$ cat config.mk
export PLATFORM = sky130hd
export DESIGN_NAME = min_jerk_waypoint_unit
export DESIGN_NICKNAME = d
export VERILOG_FILES = /design/src/hw/rtl/mjw_pkg.sv /design/src/hw/rtl/mjw_pipe_ctrl.sv /design/src/hw/rtl/min_jerk_waypoint_unit.sv
export SDC_FILE = /design/constraint.sdc
export NUM_CORES = 2
export LEC_CHECK = 0
export BUFFER_PORTS_ARGS = -buffer_cell sky130_fd_sc_hd__buf_2
export CAP_MARGIN = 20
export CORE_MARGIN = 3
export CORE_UTILIZATION = 72
export DETAILED_ROUTE_END_ITERATION = 12
export PLACE_DENSITY = 0.92
export SYNTH_ARGS = -nofsm -noshare
export SYNTH_HDL_FRONTEND = slang
export SYNTH_SLANG_ARGS = --single-unit
export TNS_END_PERCENT = 30
$ cat constraint.sdc
create_clock -name clk_i -period 37.7 [get_ports clk_i]
set_clock_uncertainty 0.2 [all_clocks]
set_input_delay 3.77 -clock clk_i [delete_from_list [all_inputs] [get_ports clk_i]]
set_output_delay 3.77 -clock clk_i [all_outputs]
set_load 0.005 [all_outputs]
$ cat src/hw/rtl/mjw_pkg.sv
// ----------------------------------------------------------------------------
// mjw_pkg
// Shared types and constants for the minimum-jerk waypoint unit.
// ----------------------------------------------------------------------------
package mjw_pkg;

  localparam int unsigned NumStages = 9;

  localparam logic [7:0]  MaxSteps    = 8'd255;
  localparam logic [7:0]  NumStepsRst = 8'd40;
  localparam logic [16:0] TOne        = 17'd65536;
  localparam logic [20:0] PBase       = 21'd655360;

  typedef logic signed [15:0] angle_t;

  typedef struct packed {
    logic [NumStages-1:0] take;
    logic [NumStages-1:0] valid;
  } pipe_ctrl_t;

endpackage

$ cat src/hw/rtl/mjw_pipe_ctrl.sv
// ----------------------------------------------------------------------------
// mjw_pipe_ctrl
// Valid bits and per-stage load enables for the evaluator pipeline; empty
// stages fill even while the output beat is stalled.
// ----------------------------------------------------------------------------
module mjw_pipe_ctrl (
  input  logic               clk_i,
  input  logic               rst_ni,
  input  logic               in_valid_i,
  input  logic               out_stall_i,
  output logic               in_stall_o,
  output mjw_pkg::pipe_ctrl_t ctrl_o
);
  import mjw_pkg::*;

  logic [NumStages-1:0] valid_q, valid_d;
  logic [NumStages-1:0] load;
  logic [NumStages-1:0] take;

  always_comb begin
    load[NumStages-1] = !valid_q[NumStages-1] || !out_stall_i;
    for (int k = NumStages - 2; k >= 0; k--) begin
      load[k] = !valid_q[k] || load[k+1];
    end
  end

  always_comb begin
    take[0] = load[0] && in_valid_i;
    for (int k = 1; k < NumStages; k++) begin
      take[k] = load[k] && valid_q[k-1];
    end
  end

  always_comb begin
    valid_d[0] = load[0] ? in_valid_i : valid_q[0];
    for (int k = 1; k < NumStages; k++) begin
      valid_d[k] = load[k] ? valid_q[k-1] : valid_q[k];
    end
  end

  always_ff @(posedge clk_i or negedge rst_ni) begin
    if (!rst_ni) begin
      valid_q <= '0;
    end else begin
      valid_q <= valid_d;
    end
  end

  assign in_stall_o   = !load[0];
  assign ctrl_o.take  = take;
  assign ctrl_o.valid = valid_q;

endmodule

$ cat src/hw/rtl/min_jerk_waypoint_unit.sv
// ----------------------------------------------------------------------------
// min_jerk_waypoint_unit
// Minimum-jerk (quintic) waypoint evaluator: t = index/steps,
// s = 10t^3 - 15t^4 + 6t^5, position = start + (goal - start) * s, saturated.
//
//   channel  | signals                                    | direction
//   ---------+--------------------------------------------+----------
//   input    | in_valid_i, in_stall_o, start_pos_i,       | in
//            | goal_pos_i, waypoint_index_i               |
//   output   | out_valid_o, out_stall_i, position_o       | out
//   config   | cfg_we_i, cfg_wdata_i (num_steps)          | in
//
// nine register stages: an input stage that clamps the index, three for the
// radix-2 division index/steps, one multiplier each for t^2, t^3, s and the
// angle scale, and a final round, add and saturate into the output register.
// one beat per cycle while the output is not stalled; a result is offered once
// its beat has reached the output register; a stalled output holds its beat and
// earlier stages keep filling until the pipeline is full.
// reset clears all valid bits and sets num_steps to 40.
// ----------------------------------------------------------------------------
module min_jerk_waypoint_unit (
  input  logic            clk_i,
  input  logic            rst_ni,
  input  logic            cfg_we_i,
  input  logic [7:0]      cfg_wdata_i,
  input  logic            in_valid_i,
  output logic            in_stall_o,
  input  mjw_pkg::angle_t start_pos_i,
  input  mjw_pkg::angle_t goal_pos_i,
  input  logic [7:0]      waypoint_index_i,
  output logic            out_valid_o,
  input  logic            out_stall_i,
  output mjw_pkg::angle_t position_o
);
  import mjw_pkg::*;

  function automatic logic [9:0] div_step(input logic [8:0] rem, input logic b,
                                          input logic [8:0] dvs);
    logic [9:0] rr;
    rr = {rem, b};
    if (rr >= {1'b0, dvs}) begin
      return {1'b1, 9'(rr - {1'b0, dvs})};
    end else begin
      return {1'b0, rr[8:0]};
    end
  endfunction

  pipe_ctrl_t ctrl;

  mjw_pipe_ctrl u_ctrl (
    .clk_i      (clk_i),
    .rst_ni     (rst_ni),
    .in_valid_i (in_valid_i),
    .out_stall_i(out_stall_i),
    .in_stall_o (in_stall_o),
    .ctrl_o     (ctrl)
  );

  // config register
  logic [7:0] num_steps_q;

  always_ff @(posedge clk_i or negedge rst_ni) begin
    if (!rst_ni) begin
      num_steps_q <= NumStepsRst;
    end else if (cfg_we_i) begin
      num_steps_q <= cfg_wdata_i;
    end
  end

  // stage 1: clamp index, set up divider
  logic [7:0]         n_eff, idx_c;
  angle_t             s1_start_q;
  logic signed [16:0] s1_diff_q, s1_diff_d;
  logic [8:0]         s1_rem_q, s1_div_q;
  logic               s1_nz_q;

  assign n_eff     = (num_steps_q > MaxSteps) ? MaxSteps : num_steps_q;
  assign idx_c     = (waypoint_index_i > n_eff) ? n_eff : waypoint_index_i;
  assign s1_diff_d = 17'(goal_pos_i) - 17'(start_pos_i);

  always_ff @(posedge clk_i) begin
    if (ctrl.take[0]) begin
      s1_start_q <= start_pos_i;
      s1_diff_q  <= s1_diff_d;
      s1_rem_q   <= {1'b0, idx_c};
      s1_div_q   <= {n_eff, 1'b0};
      s1_nz_q    <= (n_eff != 8'd0);
    end
  end

  // stage 2: quotient bits 16..11
  logic [16:0] s1_xb;
  logic [8:0]  s2_rem_d;
  logic [5:0]  s2_quo_d;
  logic [9:0]  s2_step;

  assign s1_xb = {9'd0, s1_div_q[8:1]};

  always_comb begin
    s2_rem_d = s1_rem_q;
    s2_quo_d = '0;
    s2_step  = '0;
    for (int i = 0; i < 6; i++) begin
      s2_step     = div_step(s2_rem_d, s1_xb[16-i], s1_div_q);
      s2_quo_d[5-i] = s2_step[9];
      s2_rem_d    = s2_step[8:0];
    end
  end

  angle_t             s2_start_q;
  logic signed [16:0] s2_diff_q;
  logic [8:0]         s2_rem_q, s2_div_q;
  logic               s2_nz_q;
  logic [5:0]         s2_quo_q;

  always_ff @(posedge clk_i) begin
    if (ctrl.take[1]) begin
      s2_start_q <= s1_start_q;
      s2_diff_q  <= s1_diff_q;
      s2_rem_q   <= s2_rem_d;
      s2_div_q   <= s1_div_q;
      s2_nz_q    <= s1_nz_q;
      s2_quo_q   <= s2_quo_d;
    end
  end

  // stage 3: quotient bits 10..5
  logic [16:0] s2_xb;
  logic [8:0]  s3_rem_d;
  logic [5:0]  s3_quo_d;
  logic [9:0]  s3_step;

  assign s2_xb = {9'd0, s2_div_q[8:1]};

  always_comb begin
    s3_rem_d = s2_rem_q;
    s3_quo_d = '0;
    s3_step  = '0;
    for (int i = 0; i < 6; i++) begin
      s3_step     = div_step(s3_rem_d, s2_xb[10-i], s2_div_q);
      s3_quo_d[5-i] = s3_step[9];
      s3_rem_d    = s3_step[8:0];
    end
  end

  angle_t             s3_start_q;
  logic signed [16:0] s3_diff_q;
  logic [8:0]         s3_rem_q, s3_div_q;
  logic               s3_nz_q;
  logic [11:0]        s3_quo_q;

  always_ff @(posedge clk_i) begin
    if (ctrl.take[2]) begin
      s3_start_q <= s2_start_q;
      s3_diff_q  <= s2_diff_q;
      s3_rem_q   <= s3_rem_d;
      s3_div_q   <= s2_div_q;
      s3_nz_q    <= s2_nz_q;
      s3_quo_q   <= {s2_quo_q, s3_quo_d};
    end
  end

  // stage 4: quotient bits 4..0, t in q1.16
  logic [16:0] s3_xb;
  logic [8:0]  s4_rem_d;
  logic [4:0]  s4_quo_d;
  logic [9:0]  s4_step;

  assign s3_xb = {9'd0, s3_div_q[8:1]};

  always_comb begin
    s4_rem_d = s3_rem_q;
    s4_quo_d = '0;
    s4_step  = '0;
    for (int i = 0; i < 5; i++) begin
      s4_step     = div_step(s4_rem_d, s3_xb[4-i], s3_div_q);
      s4_quo_d[4-i] = s4_step[9];
      s4_rem_d    = s4_step[8:0];
    end
  end

  angle_t             s4_start_q;
  logic signed [16:0] s4_diff_q;
  logic [16:0]        s4_t_q;

  always_ff @(posedge clk_i) begin
    if (ctrl.take[3]) begin
      s4_start_q <= s3_start_q;
      s4_diff_q  <= s3_diff_q;
      s4_t_q     <= s3_nz_q ? {s3_quo_q, s4_quo_d} : 17'd0;
    end
  end

  // stage 5: t^2
  logic [33:0] s5_sq;

  assign s5_sq = 34'(s4_t_q) * 34'(s4_t_q) + 34'd32768;

  angle_t             s5_start_q;
  logic signed [16:0] s5_diff_q;
  logic [16:0]        s5_t_q, s5_t2_q;

  always_ff @(posedge clk_i) begin
    if (ctrl.take[4]) begin
      s5_start_q <= s4_start_q;
      s5_diff_q  <= s4_diff_q;
      s5_t_q     <= s4_t_q;
      s5_t2_q    <= s5_sq[32:16];
    end
  end

  // stage 6: t^3 and the quadratic factor
  logic [33:0] s6_cube;
  logic [20:0] s6_p;

  assign s6_cube = 34'(s5_t2_q) * 34'(s5_t_q) + 34'd32768;
  assign s6_p    = PBase + 21'(s5_t2_q) * 21'd6 - 21'(s5_t_q) * 21'd15;

  angle_t             s6_start_q;
  logic signed [16:0] s6_diff_q;
  logic [16:0]        s6_t3_q;
  logic [19:0]        s6_p_q;

  always_ff @(posedge clk_i) begin
    if (ctrl.take[5]) begin
      s6_start_q <= s5_start_q;
      s6_diff_q  <= s5_diff_q;
      s6_t3_q    <= s6_cube[32:16];
      s6_p_q     <= s6_p[19:0];
    end
  end

  // stage 7: s = t^3 * p, clamped to one
  logic [37:0] s7_prod;
  logic [21:0] s7_sr;

  assign s7_prod = 38'(s6_t3_q) * 38'(s6_p_q) + 38'd32768;
  assign s7_sr   = s7_prod[37:16];

  angle_t             s7_start_q;
  logic signed [16:0] s7_diff_q;
  logic [16:0]        s7_s_q;

  always_ff @(posedge clk_i) begin
    if (ctrl.take[6]) begin
      s7_start_q <= s6_start_q;
      s7_diff_q  <= s6_diff_q;
      s7_s_q     <= (s7_sr > 22'(TOne)) ? TOne : s7_sr[16:0];
    end
  end

  // stage 8: scale the angle span
  logic signed [34:0] s8_prod_d;

  assign s8_prod_d = 35'(s7_diff_q) * 35'($signed({1'b0, s7_s_q}));

  angle_t             s8_start_q;
  logic signed [34:0] s8_prod_q;

  always_ff @(posedge clk_i) begin
    if (ctrl.take[7]) begin
      s8_start_q <= s7_start_q;
      s8_prod_q  <= s8_prod_d;
    end
  end

  // stage 9: round, offset, saturate
  logic signed [34:0] s9_rsum;
  logic signed [18:0] s9_delta;
  logic signed [19:0] s9_pos;
  angle_t             s9_sat;

  assign s9_rsum  = s8_prod_q + 35'sd32768;
  assign s9_delta = s9_rsum[34:16];
  assign s9_pos   = 20'(s8_start_q) + 20'(s9_delta);

  always_comb begin
    if (s9_pos > 20'sd32767) begin
      s9_sat = 16'sh7FFF;
    end else if (s9_pos < -20'sd32768) begin
      s9_sat = 16'sh8000;
    end else begin
      s9_sat = s9_pos[15:0];
    end
  end

  angle_t pos_q;

  always_ff @(posedge clk_i) begin
    if (ctrl.take[8]) begin
      pos_q <= s9_sat;
    end
  end

  assign out_valid_o = ctrl.valid[8];
  assign position_o  = pos_q;

endmodule

=== Word-level counts from Yosys, hierarchy flattened ===
Cells that the tools add are included.

* Reduce and logical (&&, ||, !) cells: 30
* Bitwise logic cells: 0
* Divide/modulo/power cells: 0
* Equality and inequality tests: 0
* Add/sub/neg operators: 25
* Magnitude comparators: 22
* Shift operators: 0
* Muxes and demuxes: 20
* Multiply operators: 6

{| class="wikitable"
|+ Operators with widths
! kind !! count
|-
| $mux 10 || 17
|-
| $ge 10x9->1 || 16
|-
| $sub 9x9->9 || 17
|-
| $add 33x16->33 const B || 2
|-
| $mul 17x17->33 || 2
|-
| $add 37x16->38 const B || 1
|-
| $mul 17x20->37 || 1
|-
| $add 35x17->35 const B || 1
|-
| $mul 17x18->35 || 1
|-
| $gt 22x17->1 const B || 1
|-
| $add 16x19->20 || 1
|-
| $add 20x20->20 const A || 1
|-
| $gt 20x16->1 const B || 1
|-
| $lt 20x16->1 const B || 1
|-
| $mul 17x4->20 const B || 1
|-
| $sub 20x20->20 || 1
|-
| $mul 17x2->19 const B || 1
|-
| $sub 16x16->17 || 1
|-
| $mux 16 || 1
|-
| $mux 8 || 2
|-
| $logic_not 1->1 || 11
|-
| $ge 9x9->1 || 1
|-
| $logic_and 1x1->1 || 9
|-
| $logic_or 1x1->1 || 9
|-
| other kinds (3) || 3
|}

* Bits in read-only memories: 0
* Logic and storage cells: 148
* Memories kept: 0
* Output and inout bits: 18
* Register bits: 491
* RAM bits: 0
* Bits in latches: 0

=== Logic depth before layout (Yosys ltp) ===
* Word-level depth: 12
* Depth in mapped cells: 64
* Mapped depth without buffers: 60

=== By module ===
From an unflattened synthesis, not the netlist that was laid out.

* Cell total of the unflattened synthesis: 6,222
* Area, all modules: 63,145.6 µm²

{| class="wikitable"
|+ Modules (own cells, without submodules)
! module !! cells an instance !! times used !! area each (µm²) !! seq. area each (µm²)
|-
| min_jerk_waypoint_unit || 6,181 || 1 || 62,687.6 || 13,925.9
|-
| mjw_pipe_ctrl || 41 || 1 || 457.9 || 225.2
|}

=== Worst setup path after synthesis ===
No wires, ideal clock.

* Path type: register -> register
* Start: register s1_div_q[1]
* End: register s2_rem_q[4], data pin
* Library setup time: 0.261 ns
* Required time: 37.239 ns
* Data arrival time: 12.661 ns
* Path slack: 24.578 ns
* Buffers on the path: 3
* Stages on the path, launching flop included: 61
* Clock period less this slack: 13.122 ns
* Cell sequence: edfxtp_1 ha_1 inv_1 fa_1 a21o_1 a21oi_2 a311oi_2 nor2_4 inv_2 o21ai_0 inv_1 ha_1 ha_1 or3_1 a31oi_1 o211a_1 o211ai_1 buf_2 [... 25 more ...] o21a_1 a311o_1 a211oi_2 clkbuf_1 nor2_1 ha_1 nor2b_1 o21ai_0 a21boi_0 o21ai_0 nand2b_1 a21o_1 a21o_1 a211oi_1 nand3b_1 nor2b_1 buf_2 a221o_1

* Word-level cells in the longest chain between the ends: 12
* Elaborated cells between the ends (all ways): 18

{| class="wikitable"
|+ RTL lines
! what !! RTL line !! source
|-
| start: declaration || min_jerk_waypoint_unit.sv:74 || <nowiki>logic [8:0] s1_rem_q, s1_div_q;</nowiki>
|-
| start signal: assignment || min_jerk_waypoint_unit.sv:86 || <nowiki>s1_div_q <= {n_eff, 1'b0};</nowiki>
|-
| $sub 9x9->9 or $ge 9x9->1 (tied branches) || min_jerk_waypoint_unit.sv:42, min_jerk_waypoint_unit.sv:41 ||
|-
| $mux 10 || min_jerk_waypoint_unit.sv:41 || <nowiki>if (rr >= {1'b0, dvs}) begin</nowiki>
|-
| $sub 9x9->9 or $ge 10x9->1 (tied branches) || min_jerk_waypoint_unit.sv:42, min_jerk_waypoint_unit.sv:41 ||
|-
| $mux 10 || min_jerk_waypoint_unit.sv:41 ||
|-
| $sub 9x9->9 or $ge 10x9->1 (tied branches) || min_jerk_waypoint_unit.sv:42, min_jerk_waypoint_unit.sv:41 ||
|-
| $mux 10 || min_jerk_waypoint_unit.sv:41 ||
|-
| $sub 9x9->9 or $ge 10x9->1 (tied branches) || min_jerk_waypoint_unit.sv:42, min_jerk_waypoint_unit.sv:41 ||
|-
| $mux 10 || min_jerk_waypoint_unit.sv:41 ||
|-
| $ge 10x9->1 or $sub 9x9->9 (tied branches) || min_jerk_waypoint_unit.sv:41, min_jerk_waypoint_unit.sv:42 ||
|-
| $mux 10 || min_jerk_waypoint_unit.sv:41 ||
|-
| $sub 9x9->9 or $ge 10x9->1 (tied branches) || min_jerk_waypoint_unit.sv:42, min_jerk_waypoint_unit.sv:41 ||
|-
| $mux 10 * || min_jerk_waypoint_unit.sv:41 ||
|-
| net s2_step[4] || min_jerk_waypoint_unit.sv:95 || <nowiki>logic [9:0] s2_step;</nowiki>
|-
| end signal: assignment || min_jerk_waypoint_unit.sv:120 || <nowiki>s2_rem_q <= s2_rem_d;</nowiki>
|-
| end: declaration || min_jerk_waypoint_unit.sv:112 || <nowiki>logic [8:0] s2_rem_q, s2_div_q;</nowiki>
|}

Mark *: on every way through the listed nets, which the timed path passes. The rest lies on a longest branch.
A chain may end at the register's enable or synchronous reset.

=== Worst setup path in the final report ===
Ends and elaborated chain as after synthesis.

==> impl_metrics.tcl <==
set metrics [dict create \
    cts_tree "done" \
    rows 108 \
    hpwl_mm 113 \
    r2r-end "s2_rem_q[4]" \
    top_regs "s6_p_q: 20 flops, s8_prod_q: 20 flops" \
    setup_violations 0 \
    gp_congestion 0.918 \
    reg2reg_slack_ns 21.75 \
    period_needed_ns 15.95 \
    synth.area.top_cells "fa_1 31%, edfxtp_1 22%, ha_1 14%" \
    rr_startpoint "s1_div_q[1]" \
    yosys.area.top_type "fa_1" \
    end_kind "register" \
    rsz0062_at_grt "no" \
    root_buffer "clkbuf_16" \
    hold-path-cell-count 0 \
    cts_buffers 52 \
    hold_buffers 0 \
    arrival_ns 16.13 \
    grt_pass1_vias 51500 \
    cpMostUsedCell "ha_1" \
    start_kind "register" \
    die_w_um 302 \
    synth_warnings 0 \
    first_pass_iters 6 \
    max_slew_margin 0.238 \
    portBuffers 70 \
    cpPeakStageDelay_ns 0.79 \
    cts_buffer_depth 3 \
    vias_per_cell 6.21 \
    core_um2 86900 \
    h-tree-depth 2 \
    crit_fanout 18 \
    wl_per_cell_um 21.0 \
    drive_above_1_share 0.0440 \
    io_pins 71 \
    start_util 0.727 \
    outcome "completed" \
    synth_top_area_frac 0.307 \
    drv_cap 0 \
    mostFrequentLayoutCells "1,248 x inv_1, 970 x fa_1, 741 x nand2_1" \
    async_flop_share 0.0359 \
    hp-start "s1_diff_q[7]" \
    hold_class "register to register" \
    critical_path_class "register to register" \
    chipHeight_um 302 \
    worst_path_max_delay_cell "edfxtp_1" \
    synth_seq_area_share 0.224 \
    vias 46100 \
    synthCells 6253 \
    grt_use_met3 0.0609 \
    cp.required_ns 37.88 \
    gr-total-overflow 0 \
    r2r_cells 58 \
    clkTransAtPathRegs_ns 0.07 \
    clk_latency_ns 0.65 \
    hold_viol 0 \
    fin_setup_tns_ns 0 \
    post_synth.cell_area_avg_um2 10.1 \
    ant_nets 0 \
    area_delta_synth_final_pct 4.84 \
    clkSinkCount 474 \
    use_met1 0.418 \
    fmax_mhz 62.7 \
    synth-edff-count 457 \
    grt_max_degree 71 \
    worst_slew_pin_slew_ns 1.14 \
    fin_crit_sh 0.423 \
    nNetsFinal 7936 \
    fillers 5132 \
    antenna_found_initial 2 \
    synth_flop_cell "edfxtp_1" \
    synth-seq-cells 474 \
    top_usage_layer "met2" \
    grt_usage 0.354 \
    drtIter0Drc 3943 \
    postCtsSetupBuffers 0 \
    ctsResizeCount 0 \
    synth.distinct_cells 94 \
    layout_commonest_cell "inv_1" \
    synth_nets 7976 \
    crit_family "compound AO/OA/AOI/OAI gates" \
    drt-total-wl_mm 156 \
    grt_pass1_wl_mm 255 \
    slew_violations 0 \
    cp_num_buf_inv 6 \
    netlist_area_um2 63200 \
    die_area_um2 91400 \
    drc 0 \
    grt_use_met2 0.609 \
    min_to "s2_diff_q[7]" \
]
[cells by family (layout without fill, tap and decap cells)]
group / count (synthesis) / count (layout) / share of synthesized area
xor gates and xnor gates: 235 / 235 / 0.0326
DFF: 474 / 474 / 0.224
adders and majority gates: 1670 / 1670 / 0.446
and+or+nand+nor: 1747 / 1747 / 0.135
buffers and inverters: 1439 / 1440 / 0.0858
other: 0 / 3 / 0
muxes: 59 / 59 / 0.0106
AOI/OAI and AO/OA: 629 / 629 / 0.0668
[metal layers]
layer | part of all wire | routed length, um
met4 | 0.068 | 10600
met2 | 0.49 | 76900
met1 | 0.35 | 54100
met5 | 0 | 0
met3 | 0.091 | 14200
[area by class of cell]
class / count / area, um^2 / area share
multi-input combinational: 4340 / 43700 / 0.659
clock inverter: 30 / 368 / 0.00555
sequential: 474 / 14200 / 0.214
tap: 1155 / 1450 / 0.0218
timing repair buffer: 93 / 518 / 0.00782
clock buffer: 65 / 1390 / 0.0210
inverter: 1252 / 4700 / 0.0710
antenna: 3 / 7.51 / 0.000113
[Yosys cell counts (6+ instances only)]
master       n
nor3_1      49
nor2_1     218
o31ai_1     12
or3_1       22
fa_1       970
a41oi_1      9
mux2i_1     17
nand2_1    741
clkbuf_1   181
a221o_1     15
xnor2_1    166
mux2_2      38
edfxtp_1   457
xor2_1      69
a31o_2       6
and2_1     446
a211oi_1    25
a31oi_1     17
o211ai_1    11
o21bai_1    16
inv_1     1248
o41ai_1     10
nor2b_1     54
a21o_1     100
a221oi_1     6
nand2b_1    51
nand3_1     50
o21ai_0    128
or2_2       19
a311oi_1     6
a21boi_0    16
o21a_1      28
dfrtp_1     15
and3_1      31
a21oi_1    158
nand4_1     24
and4_1      10
ha_1       700
[worst reg2reg max path, delay by kind of cell, from the launching register on]
kind | cells | cell delay, ns
simple gates | 9 | 2.01
compound gates | 32 | 8.54
buf+inv | 6 | 0.76
flops | 1 | 0.79
fa+ha+maj | 8 | 2.47
mux | 3 | 0.90
[worst max-delay path by stage]
stage	from	to	slack, ns	cells past startpoint
2_1_floorplan	s1_div_q[1]	s2_rem_q[4]	24.58	60
3_3_place_gp	s1_div_q[1]	s2_rem_q[5]	22.03	58
3_5_place_dp	s1_div_q[1]	s2_rem_q[7]	21.94	58
4_1_cts	s1_div_q[1]	s2_rem_q[7]	21.89	58
5_1_grt	s1_div_q[1]	s2_rem_q[8]	20.48	59
6_report	s1_div_q[1]	s2_rem_q[4]	21.75	58
[through the flow]
step | instance area, um^2 | util | hold WS, ns | worst slack, ns | instances
after floorplan | 63200 | - | 0.200 | 24.58 | 6253
after global placement | 64500 | 0.742 | 0.200 | 22.03 | 7312
after detailed placement | 64500 | 0.742 | 0.205 | 21.94 | 7312
after CTS | 66200 | 0.762 | 0.182 | 21.89 | 7407
after global routing | 66300 | 0.763 | 0.187 | 20.48 | 7409
final | 66300 | 0.763 | 0.182 | 21.75 | 7412
Power is left out: the tool's default activity adds up to more than one toggle a clock period on the data nets, which glitch-free logic cannot reach.
